===== src/pidl_pkg.sv =====
// Package for the positional insert/delete list: operation codes, status codes,
// cell control types and controller states. No dependencies.
package pidl_pkg;

    // Operation carried in the request tuser field.
    typedef enum logic [2:0] {
        MODE_CLEAR  = 3'd0,
        MODE_APPEND = 3'd1,
        MODE_INSERT = 3'd2,
        MODE_DELETE = 3'd3,
        MODE_READ   = 3'd4
    } t_mode;

    // Result status carried in the result tuser field.
    typedef enum logic [1:0] {
        ST_OK    = 2'd0,
        ST_RANGE = 2'd1,
        ST_FULL  = 2'd2
    } t_status;

    localparam int unsigned MODE_W     = 3;
    localparam int unsigned STATUS_W   = 2;
    localparam int unsigned POSITION_W = 8;
    localparam int unsigned LENGTH_W   = 8;

    // What every cell does this cycle.
    typedef enum logic [1:0] {
        CELL_HOLD,
        CELL_INSERT,
        CELL_DELETE
    } t_cell_op;

    typedef struct packed {
        t_cell_op op;
        logic     rd_en;
    } t_cell_ctl;

    typedef enum logic [1:0] {
        S_IDLE,
        S_RD_GROUP,
        S_RD_OUT
    } t_state;

endpackage


===== src/pidl_cell.sv =====
// One list cell: holds one word, shifts with its neighbors on insert/delete,
// and drives its word onto the read tree when selected. Uses pidl_pkg.
module pidl_cell #(
    parameter int unsigned DATA_WIDTH = 32,
    parameter int unsigned IDX_W      = 7,
    parameter int unsigned IDX        = 0
) (
    input  logic                  i_clk,
    input  pidl_pkg::t_cell_ctl   i_ctl,
    input  logic [IDX_W-1:0]      i_idx,
    input  logic [DATA_WIDTH-1:0] i_value,
    input  logic [DATA_WIDTH-1:0] i_left,   // word of cell IDX-1
    input  logic [DATA_WIDTH-1:0] i_right,  // word of cell IDX+1
    output logic [DATA_WIDTH-1:0] o_data,
    output logic [DATA_WIDTH-1:0] o_rd_word
);

    localparam logic [IDX_W-1:0] MY_IDX = IDX_W'(IDX);

    logic [DATA_WIDTH-1:0] r_data;
    logic [DATA_WIDTH-1:0] n_data;
    logic [DATA_WIDTH-1:0] r_rd_word;

    always_comb begin
        n_data = r_data;
        case (i_ctl.op)
            pidl_pkg::CELL_INSERT: begin
                if (MY_IDX == i_idx) begin
                    n_data = i_value;
                end else if (MY_IDX > i_idx) begin
                    n_data = i_left;
                end
            end
            pidl_pkg::CELL_DELETE: begin
                if (MY_IDX >= i_idx) begin
                    n_data = i_right;
                end
            end
            default: begin
                n_data = r_data;
            end
        endcase
    end

    always_ff @(posedge i_clk) begin
        r_data    <= n_data;
        r_rd_word <= (i_ctl.rd_en && (MY_IDX == i_idx)) ? r_data : '0;
    end

    assign o_data    = r_data;
    assign o_rd_word = r_rd_word;

endmodule


===== config.mk =====
export PLATFORM = sky130hd
export DESIGN_NAME = pidl_cell
export DESIGN_NICKNAME = d
export VERILOG_FILES = /design/src/pidl_pkg.sv /design/src/pidl_cell.sv
export SDC_FILE = /design/constraint.sdc
export NUM_CORES = 1
export LEC_CHECK = 0
export ABC_AREA = 0
export BUFFER_PORTS_ARGS = -buffer_cell sky130_fd_sc_hd__buf_2
export CAP_MARGIN = 20
export CORE_ASPECT_RATIO = 0.75
export CORE_UTILIZATION = 45
export DETAILED_ROUTE_END_ITERATION = 12
export MAX_ROUTING_LAYER = met4
export PLACE_DENSITY_LB_ADDON = 0.1
export SKIP_CTS_REPAIR_TIMING = 1
export SYNTH_ARGS = -nofsm -noshare
export SYNTH_HDL_FRONTEND = slang
export SYNTH_SLANG_ARGS = --single-unit

===== constraint.sdc =====
create_clock -name i_clk -period 6.8 [get_ports i_clk]
set_input_delay 0 -clock i_clk [delete_from_list [all_inputs] [get_ports i_clk]]
set_output_delay 0 -clock i_clk [all_outputs]
set_load 0.02 [all_outputs]

[After elaboration in Yosys (flattened, before gate mapping)]
Index checks and enable logic that the tools add are counted.
Word-level totals
  memory bits (writable): 0
  memory bits (read-only): 0
  output and inout port bits: 64
  memories: 0
  latch bits: 0
  flip-flop bits (word level): 64
  bits of input ports: 107
Operators by class
  reductions and logical operators: 4
  div/mod/pow operators: 0
  shifts and indexed selects: 0
  $lt $le $gt $ge: 2
  add/sub/neg operators: 0
  equal/unequal tests: 4
  bitwise logic cells: 0
  mux-type cells: 4
  multiply operators: 0
Operators by type and width (number)
  $mux 32: 3
  $pmux 32 s2: 1
  $ge 1x7->1 const A: 1
  $gt 1x7->1 const A: 1
  $logic_not 7->1: 1
  $ne 3x3->1 const B: 1
  $reduce_and 3->1: 1
  $eq 2x1->1 const B: 1
  $eq 2x2->1 const B: 1
  $ne 2x2->1 const B: 1
  $reduce_bool 2->1: 1
  $logic_and 1x1->1: 1

[Longest topological paths before layout]
  depth after elaboration: 4
  mapped depth: 6
  gate-level depth less buffers: 5

[Worst setup path after synthesis]
No wires, ideal clock.
  kind: input-to-reg
  start: input port i_idx[4]
  end: register r_data[0] (netlist: o_data[0]), enable pin
  buffers on the path: 1
  arrival: 2104 ps
  slack: 4275 ps
  stages: 4
  cells stage by stage: nor4_2 buf_2 a21oi_1 nor2_1
On the way
  longest elaborated chain between the ends: 3
RTL lines
  start, declared: line pidl_cell.sv:10  | input logic [IDX_W-1:0] i_idx,
  $gt 1x7->1, or another cell as far along: line pidl_cell.sv:30  | end else if (MY_IDX > i_idx) begin
  $ne 3x3->1 (no source line) or $ne 2x2->1 (tied branches)
  $reduce_and 3->1 (no source line) *
  end signal, assigned: line pidl_cell.sv:46  | r_data <= n_data;
  end, declared: line pidl_cell.sv:20  | logic [DATA_WIDTH-1:0] r_data;
Mark *: on every way between the ends. The rest lies on a longest branch, timed or not.
A chain may end at the register's enable or synchronous reset.

[Final worst setup path]
  start: input port i_ctl[1] (netlist name)
  end: register r_data[3] (netlist: o_data[3]), data pin
On the way
  longest elaborated chain between the ends: 2
RTL lines
  start, declared: line pidl_cell.sv:9  | input pidl_pkg::t_cell_ctl i_ctl,
  $eq 2x2->1 or $eq 2x1->1 (tied branches): line pidl_cell.sv:26  | case (i_ctl.op)
  $pmux 32 s2 *: line pidl_cell.sv:26
  via n_data[3]: line pidl_cell.sv:21  | logic [DATA_WIDTH-1:0] n_data;
The timed path passes the listed nets; every way through them passes the cells marked *.

==> run summary <==
Total Routing Usage GR -> 26.2%
LEAKAGE -> 1.84 nW
Hold Path Depth -> 2
Top post-synthesis cells by count -> 32 x a31oi_1, 32 x and3_1, 32 x dfxtp_1, 32 x edfxtp_1, 32 x o21ai_0
Sequential share of the synthesized area -> 60.3%
Worst slew margin -> 37.4%
CP max stage delay -> 860 ps
CTS tree -> built
Flops & latches, synth -> 64
HP Class -> in -> reg
Worst skew pair latency -> 330 ps
Core Area -> 0.00553 mm2
Worst path arrival time -> 2300 ps
Vias in the first global route -> 2343
Power share of the clock group -> 36.4%
Synth area leader -> edfxtp_1
DP HPWL -> 5440 um
Drt via density -> 5.45
Post-Synth XOR/XNOR Area -> 0%
Worst r2r src -> o_data[19]$_DFFE_PP_
Die width -> 90.7 um
Reg2reg end -> o_rd_word[19]$_SDFF_PN0_
Final worst path period share -> 32.6%
Distinct cell type count after synthesis -> 21
Initial antenna violation count -> 0
Total Routed Length -> 7890 um
Synth Flop Type -> edfxtp_1
P_int -> 0.682 mW
Area contributors post-synth -> edfxtp_1 36%, dfxtp_1 24%, a31oi_1 7.5%
Failing checks -> negative hold slack
Design area -> 0.00380 mm2
Pwr Density -> 245 mW/mm2
CP delay by family, top -> buffers and inverters
Clock root cell -> clkbuf_8
DR vias -> 2645
Grt ovf -> 0
Psw -> 0.247 mW
CTS H-tree depth -> 3
Post-Synth Adder-Cell Area -> 0.942%
Area grow syn2layout -> 43.1%
Status -> finished with violations
Die H -> 68.5 um
Cells along the critical path -> buf_2 > inv_1 > ha_1 > clkinv_1 > buf_16 > a2bb2oi_1
Final design utilization -> 68.8%
Reg-to-reg setup timing slack -> 6090 ps
EDFF count, synth -> 32
Crit path max fanout -> 24
Fin cells -> 485
CP startpoint kind -> primary input
First-pass GRT wire length -> 11700 um
Pwr Total -> 0.930 mW
Post-synthesis mux area share -> 0%
Max IR drop VDD -> 140 uV
Synthesized instance count -> 241
Kind of end point of the critical path -> register
Antenna Cells -> 0
Setup violators final -> 0
Fin Setup TNS -> 0 ps
Hold_sp -> i_right[19]
Placed cell area -> 0.00355 mm2
Post-Syn Area -> 0.00266 mm2
Post-synthesis simple-gate area fraction -> 13.5%
Worst EP required -> 6880 ps
Drt pass-1 iters -> 5
Post-Syn Nets -> 350
Final Hold Vio Count -> 1
Routed wire per std cell -> 16.3 um
R2r worst-path depth -> 1
Pin count of the biggest net entering global routing -> 34
Yosys Warn Count -> 0
Min Hold Slack -> -2.85 ps
Slowest-stage cell, CP -> clkinv_1
Max Buffers Root-to-Sink -> 2
Largest family of logic cells by synthesized area -> compound AO/OA/AOI/OAI gates
Max Cap Viol -> 0
Post-route DRC -> 0
Final nets -> 514
Iter 0 DRT Violations -> 239
FMAX -> 0.451 GHz
Clk sinks -> 64
Num CTS Buffers -> 9
Post-synth top area share -> 36.2%
Post-synthesis compound-gate area fraction -> 20.3%
Slew @ Worst Pin -> 936 ps
Switching share of total power -> 26.6%
Post-route minimum period -> 2220 ps
Hold EP -> o_data[19]$_DFFE_PP_
Cell total after placement -> 466
Die area -> 0.00622 mm2
Layout cell share with drive strength beyond 1 -> 47.6%
Layout Skew -> 7.63 ps
Worst-path clk slew -> 70 ps
Placer Congestion -> 0.851
# rows -> 23
Final Max Slew Viols -> 0
Sequential power share -> 48.2%
Buffers and inverters on the worst path -> 4
Post-synth ARST share -> 0%
RSZ-0062 raised after global routing -> false
I/O pin cnt -> 171
Initial Util -> 48.1%
Logic gate share of total power -> 15.5%
Syn avg cell area -> 11.0 um2
Detail Route Antenna Nets -> 0
PortBufs -> 170
Kind of critical path -> in -> reg
## per-stage QoR
| step | hold WS (ps) | worst slack (ps) |
|---|---|---|
| 2_1_floorplan | 146 | 4280 |
| 3_3_place_gp | 327 | 4120 |
| 3_5_place_dp | 335 | 4300 |
| 4_1_cts | -17.9 | 4650 |
| 5_1_grt | 3.78 | 4360 |
| 6_report | -2.85 | 4580 |
## sequential cells by signal (all words and copies together), names as in the netlist
signal     flops
o_rd_word     32
o_data        32
## power by group through the flow
stage	logic (mW)	registers [mW]	clock network, mW
3_3_place_gp	0.138	0.455	0
6_report	0.144	0.448	0.338
2_1_floorplan	0.0414	0.486	0
5_1_grt	0.154	0.450	0.362
3_5_place_dp	0.142	0.456	0
4_1_cts	0.142	0.448	0.344
## worst max-delay path by stage
stage	from	end	slack (ps)	cells after the start
2_1_floorplan	i_idx[4]	o_data[0]$_DFFE_PP_	4280	4
3_3_place_gp	i_ctl[1]	o_data[20]$_DFFE_PP_	4120	5
3_5_place_dp	i_ctl[1]	o_data[3]$_DFFE_PP_	4300	6
4_1_cts	i_ctl[1]	o_data[3]$_DFFE_PP_	4650	6
5_1_grt	i_ctl[1]	o_data[14]$_DFFE_PP_	4360	7
6_report	i_ctl[1]	o_data[3]$_DFFE_PP_	4580	6
## cell type report
class	count	area, um2
timing repair buffer	177	931
fill	448	1730
inverter	3	11.3
clock buffer	12	188
sequential	64	1600
multi-input combinational	150	946
tap	75	93.8
clock inverter	4	28.8
## metal layers
layer | global-route usage, % | vias to the layer above | wire length [um]
li1 | - | 1254 | -
met1 | 32.5 | 1240 | 3440
met2 | 40.8 | 141 | 3770
met3 | 7.46 | 10 | 580
met4 | 11.5 | 0 | 101
met5 | - | - | 0
## placed cells by master (no fill, tap or decap)
master	Yosys	routed
dlygate4sd3_1	0	3
a31oi_1	32	32
nor3_2	0	1
inv_6	0	1
clkbuf_16	0	2
and3_1	32	32
ha_1	2	2
clkbuf_8	0	10
nor2_1	14	13
o21ai_0	32	32
clkinv_2	0	1
nor2_4	1	2
nor4_4	0	1
or3_1	1	1
buf_16	0	1
clkinv_1	1	1
buf_2	4	170
dfxtp_1	32	32
buf_4	0	3
a2bb2oi_1	20	20
edfxtp_1	32	32
clkinv_4	0	1
or4_4	1	1
a21oi_1	1	1
inv_1	2	2
inv_4	0	1
nand3_1	12	12
## cell families after synthesis
logic type      after synthesis
compound gates               85
fa+ha+maj                     2
buf+inv                      27
flops                        64
simple gates                 63
No activity file was read; power rests on OpenSTA's default activity.
