**src/pidl_group.sv**
```systemverilog
// First level of the read tree: registered OR over one group of cell read words.
// No package dependencies.
module pidl_group #(
    parameter int unsigned DATA_WIDTH = 32,
    parameter int unsigned N          = 16
) (
    input  logic                          i_clk,
    input  logic [N-1:0][DATA_WIDTH-1:0]  i_words,
    output logic [DATA_WIDTH-1:0]         o_word
);

    logic [DATA_WIDTH-1:0] w_or;
    logic [DATA_WIDTH-1:0] r_word;

    // at most one cell of the list drives a nonzero word
    always_comb begin
        w_or = '0;
        for (int i = 0; i < N; i++) begin
            w_or = w_or | i_words[i];
        end
    end

    always_ff @(posedge i_clk) begin
        r_word <= w_or;
    end

    assign o_word = r_word;

endmodule

```
**config.mk**
```make
export PLATFORM = sky130hd
export DESIGN_NAME = pidl_group
export DESIGN_NICKNAME = d
export VERILOG_FILES = /design/src/pidl_group.sv
export SDC_FILE = /design/constraint.sdc
export NUM_CORES = 1
export LEC_CHECK = 0
export BUFFER_PORTS_ARGS = -buffer_cell sky130_fd_sc_hd__buf_2
export CAP_MARGIN = 15
export CORE_AREA = 8 8 204 206
export DETAILED_ROUTE_END_ITERATION = 8
export DIE_AREA = 0 0 212 214
export PLACE_DENSITY = 0.3
export SETUP_SLACK_MARGIN = 0.02
export SLEW_MARGIN = 15
export SYNTH_ARGS = -nofsm -noshare
export SYNTH_HDL_FRONTEND = slang
export SYNTH_SLANG_ARGS = --single-unit
```
**constraint.sdc**
```tcl
create_clock -name i_clk -period 1.41 [get_ports i_clk]
set_input_delay 0.2115 -clock i_clk [delete_from_list [all_inputs] [get_ports i_clk]]
set_output_delay 0.2115 -clock i_clk [all_outputs]
set_load 0.005 [all_outputs]
```
Yosys cells after proc, flatten, opt, wreduce, memory -nomap -nowiden. Cells that the tools add are included.

Equality and inequality tests: 0. Bitwise operators: 15. Add/subtract/negate cells: 0. Divide/modulo/power cells: 0. $lt $le $gt $ge: 0. Multiply operators: 0. Shifts and indexed selects: 0. Reduce and logical (&&, ||, !) cells: 0. Muxes and demuxes: 0.

Operators by type and width (number): $or A32 B32 Y32 (15).

Memories: 0. Latch bits: 0. Register bits after elaboration: 32. Word-level logic and storage cells: 16. Output and inout bits: 32. Bits in writable memories: 0. Memory bits (read-only): 0.

Depth between registers and ports, before layout. Gate-level depths: netlist of the first run.

Depth after elaboration: 15. Depth in mapped cells: 2. Depth with buffers taken out: 2.

Least setup slack after synthesis of the first run. No wires, ideal clock.

Path type: input to register. Start: input i_words[96] (netlist name). End: register r_word[0], in the netlist o_word[0]. Data arrival time: 555 ps. Slack: 720 ps. Buffers on the path: 0. Stages: 2. Setup time: 135 ps. Cell sequence: nor4_1 > nand4_1.

Word-level cells in the longest chain between the ends: 13.

Ends and longest elaborated chain: start, declared (RTL line 8) `input logic [N-1:0][DATA_WIDTH-1:0] i_words,`; $or A32 B32 Y32 (13 in a row) (RTL line 19) `w_or = w_or | i_words[i];`; net w_or[0] (RTL line 12) `logic [DATA_WIDTH-1:0] w_or;`; end signal, assigned (RTL line 24) `r_word <= w_or;`; end, declared (RTL line 13) `logic [DATA_WIDTH-1:0] r_word;`.

The timed path passes the listed nets, and every way through them passes these cells.

Worst setup path after layout of the first run.
Start: register r_word[3], in the netlist o_word[3]. End: output o_word[3].

RTL lines: end, declared (RTL line 9) `output logic [DATA_WIDTH-1:0] o_word`.

No word-level cell between the ends.

==> results of run 1 <==
## synth_stat cells
cell type	number
nor4_1	128
dfxtp_1	32
nand4_1	32
## layer usage
layer	part of all wire [%]	up-vias	GRT usage [%]	routed length, um
met5	0.10	-	0	24
met4	5.0	4	5.677	1170
met3	12	52	3.990	2696
met2	51	342	17.87	11810
met1	33	1796	8.764	7568
li1	-	2024	-	-
## cells by family after synthesis
kind of cell / synth area share, %
DFF: 39.02
and+or+nand+nor: 60.98
## how the worst max path moves through the flow
| stage | from | endpoint | slack, ps | depth (start not counted) |
|---|---|---|---|---|
| after floorplan | i_words[96] | o_word[0]$_DFF_P_ | 720 | 2 |
| after global placement | i_words[119] | o_word[23]$_DFF_P_ | 50 | 4 |
| after detailed placement | i_words[119] | o_word[23]$_DFF_P_ | 50 | 4 |
| after CTS | o_word[3]$_DFF_P_ | o_word[3] | 310 | 1 |
| after global routing | o_word[3]$_DFF_P_ | o_word[3] | 300 | 1 |
| final | o_word[3]$_DFF_P_ | o_word[3] | 350 | 1 |
## layout by cell type (no fill, tap or decap)
cell,netlist,final
nor4_1,128,128
clkbuf_16,0,5
dfxtp_1,32,32
clkbuf_8,0,2
bufinv_16,0,1
buf_4,0,12
nand4_1,32,32
buf_2,0,544
## stage by stage
| step | worst slack, ps | cell area, um^2 | total power [mW] | cells |
|---|---|---|---|---|
| finish | 350.9 | 5285 | 3.242 | 1274 |
| detailed placement | 54.33 | 5102 | 1.788 | 1266 |
| floorplan | 719.9 | 1642 | 0.9905 | 192 |
| global route | 302.5 | 5285 | 3.467 | 1274 |
| global placement | 53.17 | 5102 | 1.787 | 1266 |
| CTS | 313.2 | 5285 | 3.403 | 1274 |
## area by class of cell
cell class                      instances  share of cell area, %
Clock buffer                            7                  2.888
Multi-Input combinational cell        160                  18.94
Clock inverter                          1                 0.5682
Timing Repair Buffer                  556                  53.22
Tap cell                              518                  12.26
Sequential cell                        32                  12.12
## report_power, final
part | internal, mW | switching, mW
clock | 0.934 | 0.547
sequential | 0.903 | 0.00000745
combinational | 0.547 | 0.310
total | 2.38 | 0.857
==> flow_summary.yaml, run 1 <==
outcome:
  outcome: "complete, no violations"
drt:
  drc: 0
  ant_nets: 0
  vias: 4218
  viasPerCell: 3.311
  wl_per_cell_um: 18.27
  routed_wl_mm: 23.27
  drt_iter0_markers: 143
  drtPass1Iterations: 4
hold_path:
  min_path_cells: 3
  holdCritStartpoint: "i_words[511]"
  hold_path.class: "input port to flip-flop"
  min_to: "o_word[31]$_DFF_P_"
placement:
  io_buffers: 544
  dp.final_hpwl_mm: 21.86
  gp_congestion: 0.9251
floorplanning:
  die_h_um: 214
  pin_count: 545
  die-area_um2: 45370
  die_x_um: 212
  initial_utilization_pct: 4.288
  core_area_um2: 38290
  placementRows: 72
clock_network:
  tritoncts: "done"
  cts_resized: 0
  ctsHoldBuffers: 0
  root_buffer: "clkbuf_16"
  cts_buffers: 5
  htree_num_levels: 2
  clk_pin_slew_ps: 70
  postCtsSetupBuffers: 0
  clock_sinks: 32
  cts_max_path_buffers: 2
logic_synthesis:
  yosysUniqueCellTypes: 3
  synth_cells: 192
  yosys_warnings: 0
  yosys.area.top_type: "nor4_1"
  synth-seq-area-share_pct: 39.02
  netlist_area_um2: 1642
  postSynthAreaPerCell_um2: 8.550
  ys_ff_latch: 32
  synthesis.nets: 705
  netlist.area_leader.share_pct: 48.78
  synthTopCellsByArea: "nor4_1 (49%), dfxtp_1 (39%), nand4_1 (12%)"
pwr:
  ir_worst_vdd_v: 0.0004101
  p_per_area_nw_per_um2: 613.4
  leakage_nw: 2.565
timing:
  fmax_mhz: 944.2
  finalSetupTns_ps: 0
  rsz0062_at_grt: "false"
  hold_ws_ps: 92.74
  max_slew.worst_pin.slew_ps: 638.1
  timing.final.crit_share_pct: 75.11
  finalHoldViolations: 0
  timing.final.crit_period_ps: 1059
  slew_headroom_pct: 57.07
  finalSetupViolCount: 0
  maxSlewViolCount: 0
worst_setup_path:
  critPathArrivalTime_ps: 850
  worst-path-buf-inv: 1
  critPathKind: "flip-flop to output port"
  critPathMaxFanout: 1
  critical_path.top_delay_family: "flip-flops"
  crit_path_end_kind: "output port"
  slowest_delay_ps: 400
  crit_chain: "buf_2"
  cp_data_required_time_ps: 1200
  crit_path_start_kind: "flip-flop"
  slowest_stage: "dfxtp_1"
grt:
  grt_pass1_wl_mm: 31.42
  grt_max_degree: 11
  grt_use_total_pct: 9.702
  grt_pass1_vias: 4901
  grt_overflow_total: 0
  antenna_found_initial: 3
job:
  drv_cap: 0
layout:
  multi_input_area_um2: 1001
  diodes: 0
  largest_reg_flops: 32
  final_core_util_pct: 13.80
  fillers: 4439
  syn_to_final_growth_pct: 222.0
  drive_above_1_share_pct: 74.60
  seq_area_um2: 640.6
  final_nets: 1268
Power figures use the tool's default switching activity.
==> inputs of run 2 (changes only) <==
--- a/config.mk
+++ b/config.mk
@@ -5,11 +5,12 @@
 export SDC_FILE = /design/constraint.sdc
 export NUM_CORES = 1
 export LEC_CHECK = 0
+export ABC_AREA = 1
 export BUFFER_PORTS_ARGS = -buffer_cell sky130_fd_sc_hd__buf_2
 export CAP_MARGIN = 15
-export CORE_AREA = 8 8 204 206
+export CORE_AREA = 8 8 209 211
 export DETAILED_ROUTE_END_ITERATION = 8
-export DIE_AREA = 0 0 212 214
+export DIE_AREA = 0 0 217 219
 export PLACE_DENSITY = 0.3
 export SETUP_SLACK_MARGIN = 0.02
 export SLEW_MARGIN = 15
==> constraint.sdc (replaced) <==
create_clock -name i_clk -period 1.1 [get_ports i_clk]
set_input_delay 0.165 -clock i_clk [delete_from_list [all_inputs] [get_ports i_clk]]
set_output_delay 0.165 -clock i_clk [all_outputs]
set_load 0.005 [all_outputs]
==> run 2 against run 1 <==
  * Power rose by 22%
  * Cell count rose by 25%
  * Clock power rose by 7%
  * Critical path depth unchanged
  * Synthesized cell count grew to 2.7 times the previous value
  * Via count increased by 16%
  * Sequential share of layout area is 1.4 points lower
  * Core utilization rose by 1.0 points
  * Synthesized area rose by 49%
  * Global-route usage decreased by 1.0 points
  * Non-clock buffer count is 12 lower
==> flow_summary.yaml, run 2 <==
logic_synthesis:
  synthTopCellsByArea: "nor2_1 (49%), dfxtp_1 (26%), nand2_1 (25%)"
  synth-seq-area-share_pct: 26.23
  yosys-top-cells-count: "nor2_1 (320), nand2_1 (160), dfxtp_1 (32)"
  synth_most_common_cell: "nor2_1"
  synthesis.nets: 1025
  synth_edf_count: 0
  synthFlopType: "dfxtp_1"
  ys_ff_latch: 32
  netlist_area_um2: 2442
  synthArstFlopShare_pct: 0
  netlist.area_leader.share_pct: 49.18
  synth_cells: 512
  yosys_warnings: 0
  yosys.area.top_type: "nor2_1"
  yosysUniqueCellTypes: 3
  postSynthAreaPerCell_um2: 4.770
worst_setup_path:
  critPathMaxFanout: 1
  slowest_delay_ps: 340
  crit_path_end_kind: "output port"
  critPathArrivalTime_ps: 800
  slowest_stage: "dfxtp_1"
  crit_chain: "buf_2"
  critical_path.top_delay_family: "flip-flops"
  cp_data_required_time_ps: 940
  worst-path-buf-inv: 1
  critPathKind: "flip-flop to output port"
  crit_path_start_kind: "flip-flop"
drt:
  drc: 0
  ant_nets: 0
  routed_wl_mm: 22.28
  vias: 4885
  wl_per_cell_um: 13.96
  drtPass1Iterations: 6
  drt_iter0_markers: 110
  viasPerCell: 3.061
clock_network:
  ctsHoldBuffers: 0
  clock_sinks: 32
  clk_pin_slew_ps: 60
  cts_buffers: 5
  htree_num_levels: 2
  postCtsSetupBuffers: 0
  cts_max_path_buffers: 2
  root_buffer: "clkbuf_16"
  tritoncts: "done"
  cts_resized: 0
layout:
  seq_area_um2: 640.6
  final_core_util_pct: 14.83
  final_nets: 1576
  largest_reg_flops: 32
  multi_input_area_um2: 1802
  drive_above_1_share_pct: 51.83
  final_common_cell: "buf_2"
  fillers: 4819
  layout_common_cells: "buf_2 (544), nor2_1 (320), nand2_1 (160), dfxtp_1 (32), clkbuf_16 (5)"
  syn_to_final_growth_pct: 145.1
pwr:
  ir_worst_vdd_v: 0.0003722
  leakage_nw: 3.048
  p_per_area_nw_per_um2: 663.2
timing:
  max_slew.worst_pin.slew_ps: 329.5
  finalSetupTns_ps: 0
  finalSetupViolCount: 0
  timing.final.crit_share_pct: 87.79
  finalHoldViolations: 0
  finalWorstSetupSlack_ps: 134.3
  rsz0062_at_grt: "false"
  maxSlewViolCount: 0
  timing.final.crit_period_ps: 965.7
  hold_ws_ps: 104.2
  slew_headroom_pct: 77.95
  fmax_mhz: 1036
floorplanning:
  placementRows: 74
  core_area_um2: 40370
  die-area_um2: 47520
  die_h_um: 219
  die_x_um: 217
  pin_count: 545
  initial_utilization_pct: 6.050
grt:
  grt_pass1_vias: 5548
  grt_overflow_total: 0
  antenna_found_initial: 0
  grt_use_total_pct: 8.654
  grt_pass1_wl_mm: 30.69
  grt_max_degree: 10
hold_path:
  hold_path.class: "input port to flip-flop"
placement:
  io_buffers: 544
  gp_congestion: 0.7611
  dp_slack_ps: 131.3
  dp.final_hpwl_mm: 20.94
outcome:
  outcome: "complete, no violations"
job:
  drv_cap: 0
[run 2: cells by family after synthesis]
family	count (synthesis)	synth area share, %
AND/OR/NAND/NOR	480	73.77
flip-flops	32	26.23
[run 2: where the power goes]
| group | total, mW | switching, mW | internal (mW) |
|---|---|---|---|
| combinational | 1.23 | 0.467 | 0.767 |
| sequential | 1.16 | 0.00000943 | 1.16 |
| clock | 1.58 | 0.624 | 0.953 |
[run 2: worst paths after layout]
path               start                 end  cells after the start
min         i_words[186]  o_word[26]$_DFF_P_                      5
max   o_word[30]$_DFF_P_          o_word[30]                      1
[run 2: routing by layer]
| metal | share of wire, % | track usage (%) |
|---|---|---|
| met5 | 0 | 0 |
| met4 | 2.8 | 3.156 |
| met2 | 53 | 16.96 |
| met1 | 34 | 7.575 |
| met3 | 10 | 4.020 |
[run 2: stage by stage]
stage / std cells / area (um^2) / total power, mW
2_1_floorplan: 512 / 2442 / 1.449
3_3_place_gp: 1588 / 5831 / 2.430
3_5_place_dp: 1588 / 5831 / 2.432
4_1_cts: 1595 / 5983 / 4.200
5_1_grt: 1595 / 5983 / 4.346
6_report: 1596 / 5986 / 3.970
[run 2: cell type report]
type	count	share of cell area, %
well taps	532	11.12
flip-flops and latches	32	10.70
diodes	1	0.04181
repair buffers	544	45.48
clock buffers	7	2.550
multi-input cells	480	30.10
==> inputs of run 3 (changes only) <==
--- a/config.mk
+++ b/config.mk
@@ -6,11 +6,12 @@
 export NUM_CORES = 1
 export LEC_CHECK = 0
 export ABC_AREA = 1
-export BUFFER_PORTS_ARGS = -buffer_cell sky130_fd_sc_hd__buf_2
+export BUFFER_PORTS_ARGS = -buffer_cell sky130_fd_sc_hd__clkbuf_2
 export CAP_MARGIN = 15
 export CORE_AREA = 8 8 209 211
 export DETAILED_ROUTE_END_ITERATION = 8
 export DIE_AREA = 0 0 217 219
+export GPL_ROUTABILITY_DRIVEN = 0
 export PLACE_DENSITY = 0.3
 export SETUP_SLACK_MARGIN = 0.02
 export SLEW_MARGIN = 15
==> run 3 against run 2 <==
  * Critical path depth unchanged
  * Clock power about the same
  * Flip-flop and latch count unchanged
  * First-iteration DRC count shrank 0.91%
  * Routed wire length shrank 2.1%
  * Die area stayed put
  * Fmax rose by 0.52%
  * Non-clock buffer count did not move
  * Power about the same
  * Core utilization about the same
  * Sequential power barely moved
  * Clock-buffer cell count rose by 1
  * Critical path type unchanged
==> flow_summary.yaml, run 3 (synthesis gave the netlist of run 2 again) <==
hold_path:
  hold_path.class: "input port to flip-flop"
clock_network:
  tritoncts: "done"
  postCtsSetupBuffers: 0
  clock_sinks: 32
  cts_resized: 0
  ctsHoldBuffers: 0
  clk_pin_slew_ps: 60
  cts_buffers: 5
  root_buffer: "clkbuf_16"
  htree_num_levels: 2
  cts_max_path_buffers: 2
layout:
  diodes: 0
  final_common_cell: "clkbuf_2"
  drive_above_1_share_pct: 51.69
  fillers: 4783
  final_nets: 1576
  largest_reg_flops: 32
  syn_to_final_growth_pct: 144.7
  layout_common_cells: "clkbuf_2 (544), nor2_1 (320), nand2_1 (160), dfxtp_1 (32), clkbuf_16 (5)"
drt:
  vias: 4908
  wl_per_cell_um: 13.66
  drc: 0
  drtPass1Iterations: 4
  routed_wl_mm: 21.80
  drt_iter0_markers: 109
  viasPerCell: 3.075
  ant_nets: 0
worst_setup_path:
  critical_path.top_delay_family: "flip-flops"
  slowest_delay_ps: 320
  cp_data_required_time_ps: 940
  critPathKind: "flip-flop to output port"
  critPathArrivalTime_ps: 800
  crit_path_start_kind: "flip-flop"
  worst-path-buf-inv: 1
  crit_chain: "clkbuf_2"
  slowest_stage: "dfxtp_1"
  critPathMaxFanout: 1
  crit_path_end_kind: "output port"
pwr:
  power.share.combinational_pct: 31.1
  ir_worst_vdd_v: 0.0004524
  switchingPower_mw: 1.134
  pwr-share-clk_pct: 39.8
  leakage_nw: 3.200
  p_int_mw: 2.838
  p_per_area_nw_per_um2: 664.5
  switching_share_pct: 28.54
  p_seq_share_pct: 29.2
timing:
  timing.final.crit_period_ps: 960.7
  finalSetupTns_ps: 0
  fmax_mhz: 1041
  timing.final.crit_share_pct: 87.34
  max_slew.worst_pin.slew_ps: 310.6
  hold_ws_ps: 106.7
  finalHoldViolations: 0
  rsz0062_at_grt: "false"
  finalSetupViolCount: 0
  slew_headroom_pct: 79.21
  maxSlewViolCount: 0
outcome:
  outcome: "complete, no violations"
grt:
  antenna_found_initial: 0
  grt_overflow_total: 0
  grt_max_degree: 10
  grt_pass1_vias: 5538
  grt_use_total_pct: 8.522
  grt_pass1_wl_mm: 30.33
floorplanning:
  core_area_um2: 40370
  placementRows: 74
  die_x_um: 217
  initial_utilization_pct: 6.050
  die-area_um2: 47520
  die_h_um: 219
  pin_count: 545
job:
  drv_cap: 0
placement:
  io_buffers: 544
  dp.final_hpwl_mm: 20.64
[run 3: power groups by stage]
stage / registers (mW) / clock network, mW / logic [mW]
after CTS: 1.16 / 1.81 / 1.26
after detailed placement: 1.18 / 0 / 1.25
after floorplan: 1.18 / 0 / 0.264
final: 1.16 / 1.58 / 1.23
after global placement: 1.18 / 0 / 1.25
after global routing: 1.16 / 1.82 / 1.39
[run 3: stage by stage]
step | total power, mW | setup slack [ps] | area, um^2 | util, % | instances
floorplan | 1.449 | 558.9 | 2442 | - | 512
global placement | 2.439 | 141.1 | 5831 | 14.44 | 1588
detailed placement | 2.436 | 148.9 | 5831 | 14.44 | 1588
CTS | 4.225 | 75.06 | 5977 | 14.81 | 1596
global route | 4.367 | 73.51 | 5977 | 14.81 | 1596
finish | 3.972 | 139.3 | 5977 | 14.81 | 1596
[run 3: layout make-up]
cell class | instances | area (um^2) | area share [%]
tap | 532 | 665.6 | 11.14
sequential | 32 | 640.6 | 10.72
timing repair buffer | 544 | 2723 | 45.55
multi-input combinational | 480 | 1802 | 30.14
clock buffer | 8 | 146.4 | 2.449
[run 3: routing by layer]
layer / part of all wire, % / up-vias / track usage [%] / wire [um]
li1: - / 2639 / - / -
met1: 32 / 1913 / 7.408 / 7014
met2: 53 / 337 / 16.71 / 11620
met3: 12 / 19 / 4.227 / 2653
met4: 2.4 / 0 / 2.795 / 518
met5: 0 / - / 0 / 0
[run 3: worst paths after layout]
path,cells past startpoint,end,slack [ps],startpoint
setup / recovery,1,o_word[20],140,o_word[20]$_DFF_P_
hold / removal,5,o_word[26]$_DFF_P_,110,i_words[186]
